**config.mk**
```make
export PLATFORM = sky130hd
export DESIGN_NAME = ising_metropolis_lattice_core
export DESIGN_NICKNAME = d
export VERILOG_FILES = /design/src/design/ilm_pkg.sv /design/src/design/ising_metropolis_lattice_core.sv /design/src/design/ilm_spin_mem.sv /design/src/design/ilm_acc.sv
export SDC_FILE = /design/constraint.sdc
export NUM_CORES = 2
export LEC_CHECK = 0
export ABC_AREA = 1
export BUFFER_PORTS_ARGS = -buffer_cell sky130_fd_sc_hd__buf_2
export CAP_MARGIN = 5
export CORE_ASPECT_RATIO = 2
export CORE_UTILIZATION = 39
export DETAILED_ROUTE_END_ITERATION = 6
export PLACE_DENSITY = 0.52
export SLEW_MARGIN = 30
export SYNTH_ARGS = -nofsm -noshare
export SYNTH_HDL_FRONTEND = slang
export SYNTH_HIERARCHICAL = 1
export SYNTH_SLANG_ARGS = --single-unit
```
**constraint.sdc**
```tcl
create_clock -name clk -period 19.85 [get_ports clk]
set_clock_uncertainty 0.1 [all_clocks]
set_input_delay 1.985 -clock clk [delete_from_list [all_inputs] [get_ports clk]]
set_output_delay 1.985 -clock clk [all_outputs]
set_load 0.05 [all_outputs]
```
**src/design/ilm_pkg.sv**
```systemverilog
// ----------------------------------------------------------------------------
// ilm_pkg
// Shared constants, request codes and control types of the Ising lattice core.
// ----------------------------------------------------------------------------
package ilm_pkg;

  localparam int SIDE   = 16;
  localparam int SIDE_W = $clog2(SIDE);
  localparam int CELLS  = SIDE * SIDE;
  localparam int ADDR_W = 2 * SIDE_W;
  localparam int ACC_W  = $clog2(2 * CELLS) + 2;

  localparam int COUP_W   = 5;
  localparam int THR_W    = 32;
  localparam int ENERGY_W = 32;
  localparam int MAG_W    = 10;
  localparam int DELTA_W  = 8;
  localparam int EOUT_W   = 14;

  localparam logic signed [COUP_W-1:0]   COUP_RST   = -5'sd1;
  localparam logic signed [COUP_W-1:0]   COUP_MIN   = -5'sd8;
  localparam logic signed [COUP_W-1:0]   COUP_MAX   = 5'sd8;
  localparam logic signed [ENERGY_W-1:0] ENERGY_RST = ENERGY_W'(-2 * CELLS);
  localparam logic signed [MAG_W-1:0]    MAG_RST    = MAG_W'(CELLS);
  localparam logic signed [ENERGY_W-1:0] EOUT_MAX   = ENERGY_W'((1 << (EOUT_W - 1)) - 1);
  localparam logic signed [ENERGY_W-1:0] EOUT_MIN   = ENERGY_W'(-(1 << (EOUT_W - 1)));

  typedef enum logic [1:0] {
    REQ_WRITE  = 2'd0,
    REQ_TRIAL  = 2'd1,
    REQ_RECOMP = 2'd2,
    REQ_NONE   = 2'd3
  } req_t;

  typedef enum logic [1:0] {
    CFG_COUPLING = 2'd0,
    CFG_ACC_SMALL = 2'd1,
    CFG_ACC_LARGE = 2'd2,
    CFG_UNUSED   = 2'd3
  } cfg_idx_t;

  typedef struct packed {
    logic clr;
    logic add;
    logic ref_spin;
  } acc_ctl_t;

endpackage

```
**src/design/ising_metropolis_lattice_core.sv**
```systemverilog
// ----------------------------------------------------------------------------
// ising_metropolis_lattice_core
// Periodic 16x16 Ising lattice with Metropolis trials and running totals.
//
// Requests enter on in_valid/in_ready and results leave on out_valid/out_ready,
// one result per request. The block works on one request at a time and drops
// in_ready from acceptance until the result is loaded into the output register.
// A spin write or a trial passes from acceptance to out_valid through five
// reads of the spin memory (site and four neighbours), the registered read,
// delta calculation, decision with write-back, and result load. The next
// request is taken in the cycle after the result load at the earliest. A
// recompute adds a walk of three reads per site over all 256 sites, then
// drain and scale steps; the walk reads one spin at a time through the one
// memory read port feeding the shared accumulator.
// If the receiver stalls, a finished result waits in the output register; the
// block takes the next request and holds its result until the register frees.
// Reset (rst, synchronous) sets every spin to +1, coupling to -1, both
// thresholds to 0, energy to -512 and magnetization to 256. Users must write the
// configuration via cfg_we/cfg_index/cfg_data while idle; it is not enforced.
// ----------------------------------------------------------------------------
module ising_metropolis_lattice_core import ilm_pkg::*; (
  input  logic                      clk,
  input  logic                      rst,
  input  logic                      in_valid,
  output logic                      in_ready,
  input  logic [1:0]                req_type,
  input  logic [3:0]                x_pos,
  input  logic [3:0]                y_pos,
  input  logic                      spin_value,
  input  logic [THR_W-1:0]          rand_u,
  output logic                      out_valid,
  input  logic                      out_ready,
  output logic                      accepted,
  output logic signed [DELTA_W-1:0] delta_energy,
  output logic signed [EOUT_W-1:0]  total_energy_out,
  output logic signed [MAG_W-1:0]   magnetization_out,
  output logic                      site_spin,
  input  logic                      cfg_we,
  input  logic [1:0]                cfg_index,
  input  logic [THR_W-1:0]          cfg_data
);

  typedef enum logic [7:0] {
    S_IDLE   = 8'b0000_0001,
    S_READ   = 8'b0000_0010,
    S_CALC   = 8'b0000_0100,
    S_DECIDE = 8'b0000_1000,
    S_WALK   = 8'b0001_0000,
    S_DRAIN  = 8'b0010_0000,
    S_SCALE  = 8'b0100_0000,
    S_DONE   = 8'b1000_0000
  } state_t;

  state_t                     state;
  req_t                       req_q;
  logic [SIDE_W-1:0]          row_q;
  logic [SIDE_W-1:0]          col_q;
  logic                       want_q;
  logic [THR_W-1:0]           rnd_q;
  logic [2:0]                 rd_cnt;
  logic                       site_s;
  logic signed [DELTA_W-1:0]  delta_q;
  logic                       big2_q;
  logic                       flip_q;
  logic [ADDR_W-1:0]          wsite;
  logic [1:0]                 wphase;
  logic [1:0]                 ph_d;
  logic                       pv_d;
  logic                       cur_s;

  logic signed [COUP_W-1:0]   coupling;
  logic [THR_W-1:0]           accept_small;
  logic [THR_W-1:0]           accept_large;
  logic signed [ENERGY_W-1:0] energy;
  logic signed [MAG_W-1:0]    magnet;

  logic [ADDR_W-1:0]          rd_addr;
  logic                       rd_spin;
  logic                       mem_wr_en;
  logic [ADDR_W-1:0]          site_addr;
  acc_ctl_t                   acc_ctl;
  logic signed [ACC_W-1:0]    acc;

  logic [SIDE_W-1:0]          wrow;
  logic [SIDE_W-1:0]          wcol;
  logic signed [ACC_W-1:0]    agree;
  logic signed [3:0]          agree4;
  logic signed [COUP_W+3:0]   prod;
  logic signed [COUP_W+4:0]   delta_w;
  logic [THR_W-1:0]           thr;
  logic                       trial_ok;
  logic                       flip;
  logic signed [COUP_W+ACC_W-1:0] bond_e;
  logic signed [COUP_W-1:0]   cfg_coup;
  logic signed [EOUT_W-1:0]   energy_sat;
  logic                       out_load;

  assign site_addr = {row_q, col_q};
  assign wrow      = wsite[ADDR_W-1:SIDE_W];
  assign wcol      = wsite[SIDE_W-1:0];
  assign in_ready  = (state == S_IDLE);
  assign mem_wr_en = (state == S_DECIDE) && flip;

  ilm_spin_mem u_mem (
    .clk     (clk),
    .rst     (rst),
    .rd_addr (rd_addr),
    .rd_spin (rd_spin),
    .wr_en   (mem_wr_en),
    .wr_addr (site_addr),
    .wr_spin (~site_s)
  );

  ilm_acc u_acc (
    .clk  (clk),
    .ctl  (acc_ctl),
    .spin (rd_spin),
    .acc  (acc)
  );

  always_comb begin
    rd_addr = site_addr;
    if (state == S_READ) begin
      case (rd_cnt)
        3'd1:    rd_addr = {row_q + SIDE_W'(1), col_q};
        3'd2:    rd_addr = {row_q - SIDE_W'(1), col_q};
        3'd3:    rd_addr = {row_q, col_q + SIDE_W'(1)};
        3'd4:    rd_addr = {row_q, col_q - SIDE_W'(1)};
        default: rd_addr = site_addr;
      endcase
    end else if (state == S_WALK) begin
      case (wphase)
        2'd1:    rd_addr = {wrow, wcol + SIDE_W'(1)};
        2'd2:    rd_addr = {wrow + SIDE_W'(1), wcol};
        default: rd_addr = wsite;
      endcase
    end
  end

  always_comb begin
    acc_ctl = '0;
    if (state == S_READ) begin
      acc_ctl.clr      = (rd_cnt == 3'd0);
      acc_ctl.add      = (rd_cnt >= 3'd2);
      acc_ctl.ref_spin = 1'b1;
    end else if (state == S_WALK || state == S_DRAIN) begin
      acc_ctl.clr      = (state == S_WALK) && (wsite == '0) && (wphase == 2'd0);
      acc_ctl.add      = pv_d && (ph_d != 2'd0);
      acc_ctl.ref_spin = cur_s;
    end
  end

  always_comb begin
    agree    = site_s ? acc : -acc;
    agree4   = agree[3:0];
    prod     = (COUP_W+4)'(coupling) * (COUP_W+4)'(agree4);
    delta_w  = -(COUP_W+5)'(prod) * (COUP_W+5)'(2);
    thr      = big2_q ? accept_small : accept_large;
    trial_ok = (delta_q <= 0) || (rnd_q < thr);
    flip     = (req_q == REQ_TRIAL) ? trial_ok :
               (req_q == REQ_WRITE) ? (site_s != want_q) : 1'b0;
    bond_e   = (COUP_W+ACC_W)'(coupling) * (COUP_W+ACC_W)'(acc);
    cfg_coup = cfg_data[COUP_W-1:0];
    if (energy > EOUT_MAX) begin
      energy_sat = EOUT_MAX[EOUT_W-1:0];
    end else if (energy < EOUT_MIN) begin
      energy_sat = EOUT_MIN[EOUT_W-1:0];
    end else begin
      energy_sat = energy[EOUT_W-1:0];
    end
  end

  assign out_load = (state == S_DONE) && (!out_valid || out_ready);

  always_ff @(posedge clk) begin
    if (rst) begin
      coupling     <= COUP_RST;
      accept_small <= '0;
      accept_large <= '0;
    end else if (cfg_we) begin
      unique case (cfg_idx_t'(cfg_index))
        CFG_COUPLING: begin
          if (cfg_coup < COUP_MIN) begin
            coupling <= COUP_MIN;
          end else if (cfg_coup > COUP_MAX) begin
            coupling <= COUP_MAX;
          end else begin
            coupling <= cfg_coup;
          end
        end
        CFG_ACC_SMALL: accept_small <= cfg_data;
        CFG_ACC_LARGE: accept_large <= cfg_data;
        default: ;
      endcase
    end
  end

  always_ff @(posedge clk) begin
    if (rst) begin
      state     <= S_IDLE;
      energy    <= ENERGY_RST;
      magnet    <= MAG_RST;
      out_valid <= 1'b0;
      flip_q    <= 1'b0;
      pv_d      <= 1'b0;
    end else begin
      pv_d <= (state == S_WALK);
      if (out_valid && out_ready && !out_load) begin
        out_valid <= 1'b0;
      end
      unique case (state)
        S_IDLE: begin
          if (in_valid) begin
            state  <= S_READ;
            flip_q <= 1'b0;
          end
        end
        S_READ: begin
          if (rd_cnt == 3'd5) begin
            case (req_q) inside
              REQ_WRITE, REQ_TRIAL: state <= S_CALC;
              REQ_RECOMP:           state <= S_WALK;
              default:              state <= S_DONE;
            endcase
          end
        end
        S_CALC: begin
          state <= S_DECIDE;
        end
        S_DECIDE: begin
          flip_q <= flip;
          if (flip) begin
            energy <= energy + ENERGY_W'(delta_q);
            magnet <= site_s ? magnet - MAG_W'(2) : magnet + MAG_W'(2);
          end
          state <= S_DONE;
        end
        S_WALK: begin
          if (wphase == 2'd2 && wsite == ADDR_W'(CELLS - 1)) begin
            state <= S_DRAIN;
          end
        end
        S_DRAIN: begin
          state <= S_SCALE;
        end
        S_SCALE: begin
          energy <= ENERGY_W'(bond_e);
          state  <= S_DONE;
        end
        S_DONE: begin
          if (out_load) begin
            out_valid <= 1'b1;
            state     <= S_IDLE;
          end
        end
        default: state <= S_IDLE;
      endcase
    end
  end

  always_ff @(posedge clk) begin
    if (state == S_IDLE && in_valid) begin
      req_q  <= req_t'(req_type);
      row_q  <= x_pos[SIDE_W-1:0];
      col_q  <= y_pos[SIDE_W-1:0];
      want_q <= spin_value;
      rnd_q  <= rand_u;
      rd_cnt <= 3'd0;
    end else if (state == S_READ) begin
      rd_cnt <= rd_cnt + 3'd1;
      if (rd_cnt == 3'd1) begin
        site_s <= rd_spin;
      end
      wsite  <= '0;
      wphase <= 2'd0;
    end
    if (state == S_CALC) begin
      delta_q <= delta_w[DELTA_W-1:0];
      big2_q  <= (agree == ACC_W'(2)) || (agree == -ACC_W'(2));
    end
    if (state == S_DECIDE && flip) begin
      site_s <= ~site_s;
    end
    if (state == S_WALK) begin
      ph_d <= wphase;
      if (wphase == 2'd2) begin
        wphase <= 2'd0;
        wsite  <= wsite + ADDR_W'(1);
      end else begin
        wphase <= wphase + 2'd1;
      end
    end
    if (pv_d && ph_d == 2'd0) begin
      cur_s <= rd_spin;
    end
    if (out_load) begin
      accepted          <= flip_q && (req_q == REQ_TRIAL);
      delta_energy      <= (req_q == REQ_TRIAL) ? delta_q : '0;
      total_energy_out  <= energy_sat;
      magnetization_out <= magnet;
      site_spin         <= site_s;
    end
  end

  a_accept_reads: assert property (@(posedge clk) disable iff (rst)
    in_valid && in_ready |=> state == S_READ)
    else $error("accepted request did not start the read sequence");

  a_walk_no_write: assert property (@(posedge clk) disable iff (rst)
    (state == S_WALK || state == S_DRAIN) |-> !mem_wr_en)
    else $error("spin memory written during energy walk");

  a_downhill_flips: assert property (@(posedge clk) disable iff (rst)
    state == S_DECIDE && req_q == REQ_TRIAL && delta_q <= 0 |=> flip_q)
    else $error("non-positive energy change was rejected");

  a_flip_moves_magnet: assert property (@(posedge clk) disable iff (rst)
    state == S_DECIDE && flip |=> magnet != $past(magnet))
    else $error("spin flip left magnetization unchanged");

endmodule

```
**src/design/ilm_spin_mem.sv**
```systemverilog
// ----------------------------------------------------------------------------
// ilm_spin_mem
// Spin store with one read port and one write port, registered read; entries never written read +1.
// ----------------------------------------------------------------------------
module ilm_spin_mem import ilm_pkg::*; (
  input  logic              clk,
  input  logic              rst,
  input  logic [ADDR_W-1:0] rd_addr,
  output logic              rd_spin,
  input  logic              wr_en,
  input  logic [ADDR_W-1:0] wr_addr,
  input  logic              wr_spin
);

  logic             mem [CELLS];
  logic [CELLS-1:0] valid;
  logic             mem_q;
  logic             valid_q;

  always_ff @(posedge clk) begin
    if (wr_en) begin
      mem[wr_addr] <= wr_spin;
    end
    mem_q <= mem[rd_addr];
  end

  always_ff @(posedge clk) begin
    if (rst) begin
      valid   <= '0;
      valid_q <= 1'b0;
    end else begin
      if (wr_en) begin
        valid[wr_addr] <= 1'b1;
      end
      valid_q <= valid[rd_addr];
    end
  end

  assign rd_spin = valid_q ? mem_q : 1'b1;

endmodule

```
**src/design/ilm_acc.sv**
```systemverilog
// ----------------------------------------------------------------------------
// ilm_acc
// Shared plus/minus one accumulator for neighbour sums and bond sums.
// ----------------------------------------------------------------------------
module ilm_acc import ilm_pkg::*; (
  input  logic                    clk,
  input  acc_ctl_t                ctl,
  input  logic                    spin,
  output logic signed [ACC_W-1:0] acc
);

  logic up;

  assign up = spin ^ ~ctl.ref_spin;

  always_ff @(posedge clk) begin
    if (ctl.clr) begin
      acc <= '0;
    end else if (ctl.add) begin
      acc <= up ? acc + ACC_W'(1) : acc - ACC_W'(1);
    end
  end

endmodule

```
After elaboration in Yosys (flattened, before gate mapping)
Memory sizes are Yosys's and may differ from the RTL's. A register that Yosys moved wholly into a read port is not among the register bits.
Index checks and enable logic that the tools add are counted.
Widths: inputs -> output; s select.
Storage, ports and cells
  RAM bits: 256
  logic and storage cells: 182
  output and inout bits: 36
  bits in registers: 491
  memories: 1
Memory list
  u_mem.mem: words 256, bits a word 1, read ports 1, clocked after memory_dff 1, write ports 1, RTL line ilm_spin_mem.sv:15  | logic mem [CELLS];
Operators by class
  bitwise gates (word level): 4
  magnitude comparators: 10
  eq/ne operators: 30
  $add $sub $neg: 16
  multiply operators: 2
  muxes and demuxes: 48
  reduce and logical (&&, ||, !) cells: 41
Operators by type and width (number)
  $or 256x256->256: 1
  $mux 8: 12
  $mux 32: 2
  $pmux 32 s2: 1
  $pmux 8 s7: 1
  $add 32x8->32: 1
  $gt 32x14->1 const B: 1
  $lt 32x14->1 const B: 1
  $lt 32x32->1: 1
  $pmux 8 s4: 1
  $mux 11: 2
  $lt 8x9->1 const B: 2
  $add 4x1->4 const B: 4
  $eq 8x8->1 const B: 2
  $mul 5x11->16: 1
  $pmux 8 s2: 1
  $mux 1: 15
  $mux 14: 1
  $reduce_and 2->1: 7
  $logic_and 1x1->1: 12
  $ne 2x2->1 const B: 6
  $reduce_bool 2->1: 6
  $add 11x2->11 const B: 1
  $eq 11x2->1 const B: 1
  47 further kinds: 68

Depth between registers and ports, before layout
  word-level depth: 8
  mapped depth: 25

Modules after synthesis
Netlist, hierarchy kept.
Modules (own cells, without submodules)
  ilm_spin_mem: cells an instance 2592, times used 1, area each 21670.8 µm²
  ising_metropolis_lattice_core: cells an instance 1881, times used 1, area each 14818.0 µm²
  ilm_acc: cells an instance 163, times used 1, area each 1027.2 µm²

Worst setup path before layout
OpenSTA, ideal clock, no wires.
  path type: register to register
  from: reg site_s
  to: reg delta_q[7] (data pin)
  data required time: 19.490 ns
  cell stages (with the launch flop): 17
  path buffers: 1
  setup slack: 12.618 ns
  setup time: 0.260 ns
  arrival: 6.873 ns
  path through: edfxtp_1 -> buf_2 -> clkinv_1 -> nand3_1 -> nand2_1 -> inv_1 -> nor2_1 -> ha_1 -> fa_1 -> fa_1 -> inv_1 -> ha_1 -> nand2_1 -> o21ai_0 -> xor2_1 -> xor2_1 -> xnor2_1
On the way
  word-level cells in the longest chain between the ends: 3
RTL lines
  start, declared: RTL line ising_metropolis_lattice_core.sv:61  | logic site_s;
  start signal, assigned: RTL line ising_metropolis_lattice_core.sv:272  | site_s <= rd_spin;
  start signal, assigned: RTL line ising_metropolis_lattice_core.sv:282  | site_s <= ~site_s;
  $mux 11: RTL line ising_metropolis_lattice_core.sv:154  | agree = site_s ? acc : -acc;
  $mul 5x4->7: RTL line ising_metropolis_lattice_core.sv:156  | prod = (COUP_W+4)'(coupling) * (COUP_W+4)'(agree4);
  $neg 7->7: RTL line ising_metropolis_lattice_core.sv:157  | delta_w = -(COUP_W+5)'(prod) * (COUP_W+5)'(2);
  net delta_w[7]: RTL line ising_metropolis_lattice_core.sv:89  | logic signed [COUP_W+4:0] delta_w;
  end signal, assigned: RTL line ising_metropolis_lattice_core.sv:278  | delta_q <= delta_w[DELTA_W-1:0];
  end, declared: RTL line ising_metropolis_lattice_core.sv:62  | logic signed [DELTA_W-1:0] delta_q;
The timed path passes the listed nets, and every way through them passes these cells.
A chain may end at the register's enable or synchronous reset.

Worst setup path in the final report
  from: reg rd_cnt[0]
  to: reg u_mem.valid_q
On the way
  word-level cells in the longest chain between the ends: 5
RTL lines
  start, declared: RTL line ising_metropolis_lattice_core.sv:60  | logic [2:0] rd_cnt;
  start signal, assigned: RTL line ising_metropolis_lattice_core.sv:270  | rd_cnt <= rd_cnt + 3'd1;
  $eq 3x3->1 (tied with other cells): RTL line ising_metropolis_lattice_core.sv:124  | case (rd_cnt)
  $pmux 8 s4 (*): RTL line ising_metropolis_lattice_core.sv:124
  $mux 8 (*): RTL line ising_metropolis_lattice_core.sv:123  | if (state == S_READ) begin
  net rd_addr[0]: RTL line ising_metropolis_lattice_core.sv:77  | logic [ADDR_W-1:0] rd_addr;
  $bmux 1 s8 (*): RTL line ilm_spin_mem.sv:35  | valid_q <= valid[rd_addr];
  $mux 1 (not written as such) (*): RTL line ilm_spin_mem.sv:35
  end signal, assigned: RTL line ilm_spin_mem.sv:35
  end, declared: RTL line ilm_spin_mem.sv:18  | logic valid_q;
Mark *: on every way through the listed nets, which the timed path passes. The rest lies on a longest branch. The select of a mux whose other input is x is not followed.

==> key figures <==
CTS
  • Post-CTS setup buffers: 0
  • Clk slew on worst S/H paths: 70 ps
  • Worst-skew pair later-pin latency: 670 ps
  • # H-tree levels: 3
  • CTS tree: done
  • Root Driver: clkbuf_16
  • Clock buffer depth: 3
  • Clock Sink Count: 746
  • Cts repair resizes: 0
  • Hold_buf cts: 0
  • Clock buffer count from CTS: 73

STA
  • Relative slew slack: 29.7%
  • RSZ-0062 raised after global routing: false
  • # setup viols final: 0
  • Final Hold Vio Count: 0
  • Min cycle time layout: 5020 ps
  • Final Hold Slack: 364 ps
  • Fin crit share: 25.3%
  • F_max: 0.199 GHz
  • Final Max Tran Viols: 0
  • Setup Total Neg Slack: 0 ps
  • Worst slew pin tran: 1050 ps

Critical path
  • FF-to-FF End: u_mem/valid_q$_SDFF_PP0_
  • R2R depth: 23
  • Flop2flop setup slack: 14830 ps
  • CP Launch Type: flop
  • WS Path Type: flop to flop
  • Critical path required time: 20270 ps
  • Crit. End Element: flop
  • CP arrival: 5440 ps
  • Worst R2R Start: rd_cnt[0]$_SDFFE_PP0P_
  • Worst Path Max Fanout: 162

Finish
  • Nets: 4888
  • Most frequent cells in the layout: 1124 x nor2_1, 802 x nand2_1, 466 x nand3_1, 401 x dfxtp_1, 355 x inv_1
  • Ratio of cells with drive above 1 in the final layout: 7.29%
  • Commonest non-fill, non-tap cell in the layout: nor2_1
  • Area Overhead vs Synth: 10.1%

Floorplanning
  • Num ports: 118
  • Row count: 160
  • Chip width: 221 µm
  • Die area: 97500 µm²
  • Initial Util: 39.5%
  • Core Box Area: 95100 µm²
  • Die Y: 441 µm

Global route
  • Vias in the first global route: 30900
  • Largest net degree at the start of global routing: 170
  • GRT overflow: 0
  • First-pass GRT wire length: 176000 µm
  • Antenna violations before repair: 3
  • GRT Total Usage: 23.5%

Drt
  • DR iter-0 viols: 2023
  • Post-route ant nets: 0
  • Vias per cell: 5.23
  • DR pass1 iterations: 5
  • Routed len/inst: 19.4 µm
  • DRC: 0
  • Vias: 30900
  • WL final: 115000 µm

Pwr
  • Worst VDD drop: 103 µV
  • Leak pwr: 0.0166 µW
  • PD cells: 136 nW/µm²

Yosys
  • Seq cells post-synth: 746
  • Synth Flop Type: dfxtp_1
  • Cell Area, Synth: 37500 µm²
  • Post-Syn Area per Cell: 8.09 µm²
  • Post-Syn Instances: 4636
  • Post-synth EDFFs: 345
  • Post-synth ARST share: 0%
  • Number of synthesis warnings: 6
  • Post-synthesis sequential area ratio: 49.0%
  • Yosys cell types: 62

Place
  • Dpl hpwl: 75800 µm
  • Routability cong.: 0.924
  • Input/output buffers: 115

Hold path
  • Hold crit path type: flop to flop
  • Hold depth: 2
  • Worst Hold Endpoint: flip_q$_SDFFE_PP0P_
  • HP Start: flip_q$_SDFFE_PP0P_

Flow run
  • Max-cap viol count: 0

Run status
  • Status: completed
==> routing by layer <==
metal / global-route usage [%] / part of all wire, % / wire [µm]
met3: 2.99 / 3.6 / 4140
met5: 0 / 0.011 / 13
met2: 46.3 / 54 / 62600
met1: 23.6 / 36 / 41900
met4: 13.1 / 5.4 / 6230
==> metrics by stage <==
stage                     total power [µW]  instances  util, %  worst slack, ps  cell area (µm²)
final                                 5610       5910     43.4            14830            41300
after global routing                  6040       5910     43.4            14310            41300
after CTS                             5670       5909     43.4            14810            41300
after detailed placement              4210       5774     40.8            14850            38800
after global placement                4190       5771     40.8            14720            38800
after floorplan                       3640       4637        -            12620            37500
==> registers in the layout, indices dropped and copies added (netlist names), 3 cells and up <==
register / flops
wsite: 8
accept_small: 32
rnd_q: 32
energy: 32
state: 8
coupling: 5
col_q: 4
rd_cnt: 3
u_mem/valid: 256
magnet: 9
u_mem/mem: 256
accept_large: 32
total_energy_out: 14
delta_q: 7
u_acc/acc: 11
row_q: 4
magnetization_out: 9
delta_energy: 7
==> cell type report <==
type,instances,area (µm²)
diodes,1,2.50
clock buffers,108,2150
clock inverters,27,312
fillers,9569,53800
inverters,379,1440
multi-input cells,3274,16500
flip-flops and latches,746,18400
well taps,1215,1520
repair buffers,160,960
==> power by group <==
| group | leakage (µW) | internal, µW | switching, µW |
|---|---|---|---|
| logic | 0.00907 | 840 | 1560 |
| clock network | 0.00119 | 814 | 641 |
| registers | 0.00635 | 1680 | 68.6 |
| total | 0.0166 | 3330 | 2270 |
==> cell usage after synthesis (3+ instances only) <==
cell	n	area [µm²]
clkinv_1	5	18.8
buf_6	24	270
o41ai_1	3	26.3
dfxtp_1	401	8030
o21ba_2	5	50.1
nand3b_1	8	60.1
a21o_1	3	22.5
nand2_4	11	124
a211oi_1	4	30.0
nor2_2	3	18.8
o221ai_1	3	26.3
o21ai_1	22	110
o21ai_0	229	1150
inv_1	364	1370
nor3_1	22	110
inv_2	8	30.0
ha_1	127	1590
nand3_1	466	2330
o2111ai_1	3	26.3
nor4_1	6	37.5
buf_1	14	52.6
a31oi_1	9	56.3
o31ai_1	5	37.5
mux2i_1	31	310
o211ai_1	10	75.1
o21bai_1	3	22.5
nand2_1	802	3010
o22ai_1	50	313
nand4_1	27	169
buf_2	42	210
a41oi_1	4	35.0
a22oi_1	3	22.5
nor2_1	1126	4230
fa_1	45	901
xnor2_1	21	184
buf_4	27	203
clkbuf_1	129	484
xor2_1	42	368
nand2_2	7	43.8
or2_2	3	18.8
a21oi_1	149	746
edfxtp_1	345	10400
==> worst max-delay path by stage <==
stage / from / end / slack, ps
final: rd_cnt[0]$_SDFFE_PP0P_ / u_mem/valid_q$_SDFF_PP0_ / 14830
after global routing: rd_cnt[0]$_SDFFE_PP0P_ / u_mem/mem_q$_DFF_P_ / 14310
after CTS: state[7]$_SDFFE_PP0P_ / u_mem/valid_q$_SDFF_PP0_ / 14810
after detailed placement: state[7]$_SDFFE_PP0P_ / u_mem/valid_q$_SDFF_PP0_ / 14850
after global placement: state[5]$_SDFFE_PP0P_ / u_mem/mem_q$_DFF_P_ / 14720
after floorplan: site_s$_DFFE_PP_ / delta_q[7]$_DFFE_PP_ / 12620
==> critical path, cell delays in order, from the launching register on <==
cell and delay, ps:
dfxtp_1 350, inv_1 110, ha_1 160, inv_1 40, nor2_1 300, inv_1 130
nand2_1 120, inv_1 90, nand2_1 100, o21ai_0 140, o22ai_4 180, buf_4 480
clkinv_8 630, buf_4 650, nand2_1 170, nand3_1 80, nand3_1 130, nand3_1 90
nand2_1 110, nand2_1 60, nand3_1 110, nand3_1 90, nand3_1 110, a21oi_1 70
==> cell families (layout without fill, tap and decap cells) <==
group           after synthesis  after routing  synth area share [%]
fa+ha+maj                   172            172                  6.64
simple gates               2490           2490                  27.3
other cells                   1              3                0.0100
xor+xnor                     63             63                  1.47
flops                       746            746                  49.0
buf+inv                     617            674                  7.13
mux                          31             31                 0.827
compound gates              516            516                  7.57
No activity file was read; power rests on OpenSTA's default activity.
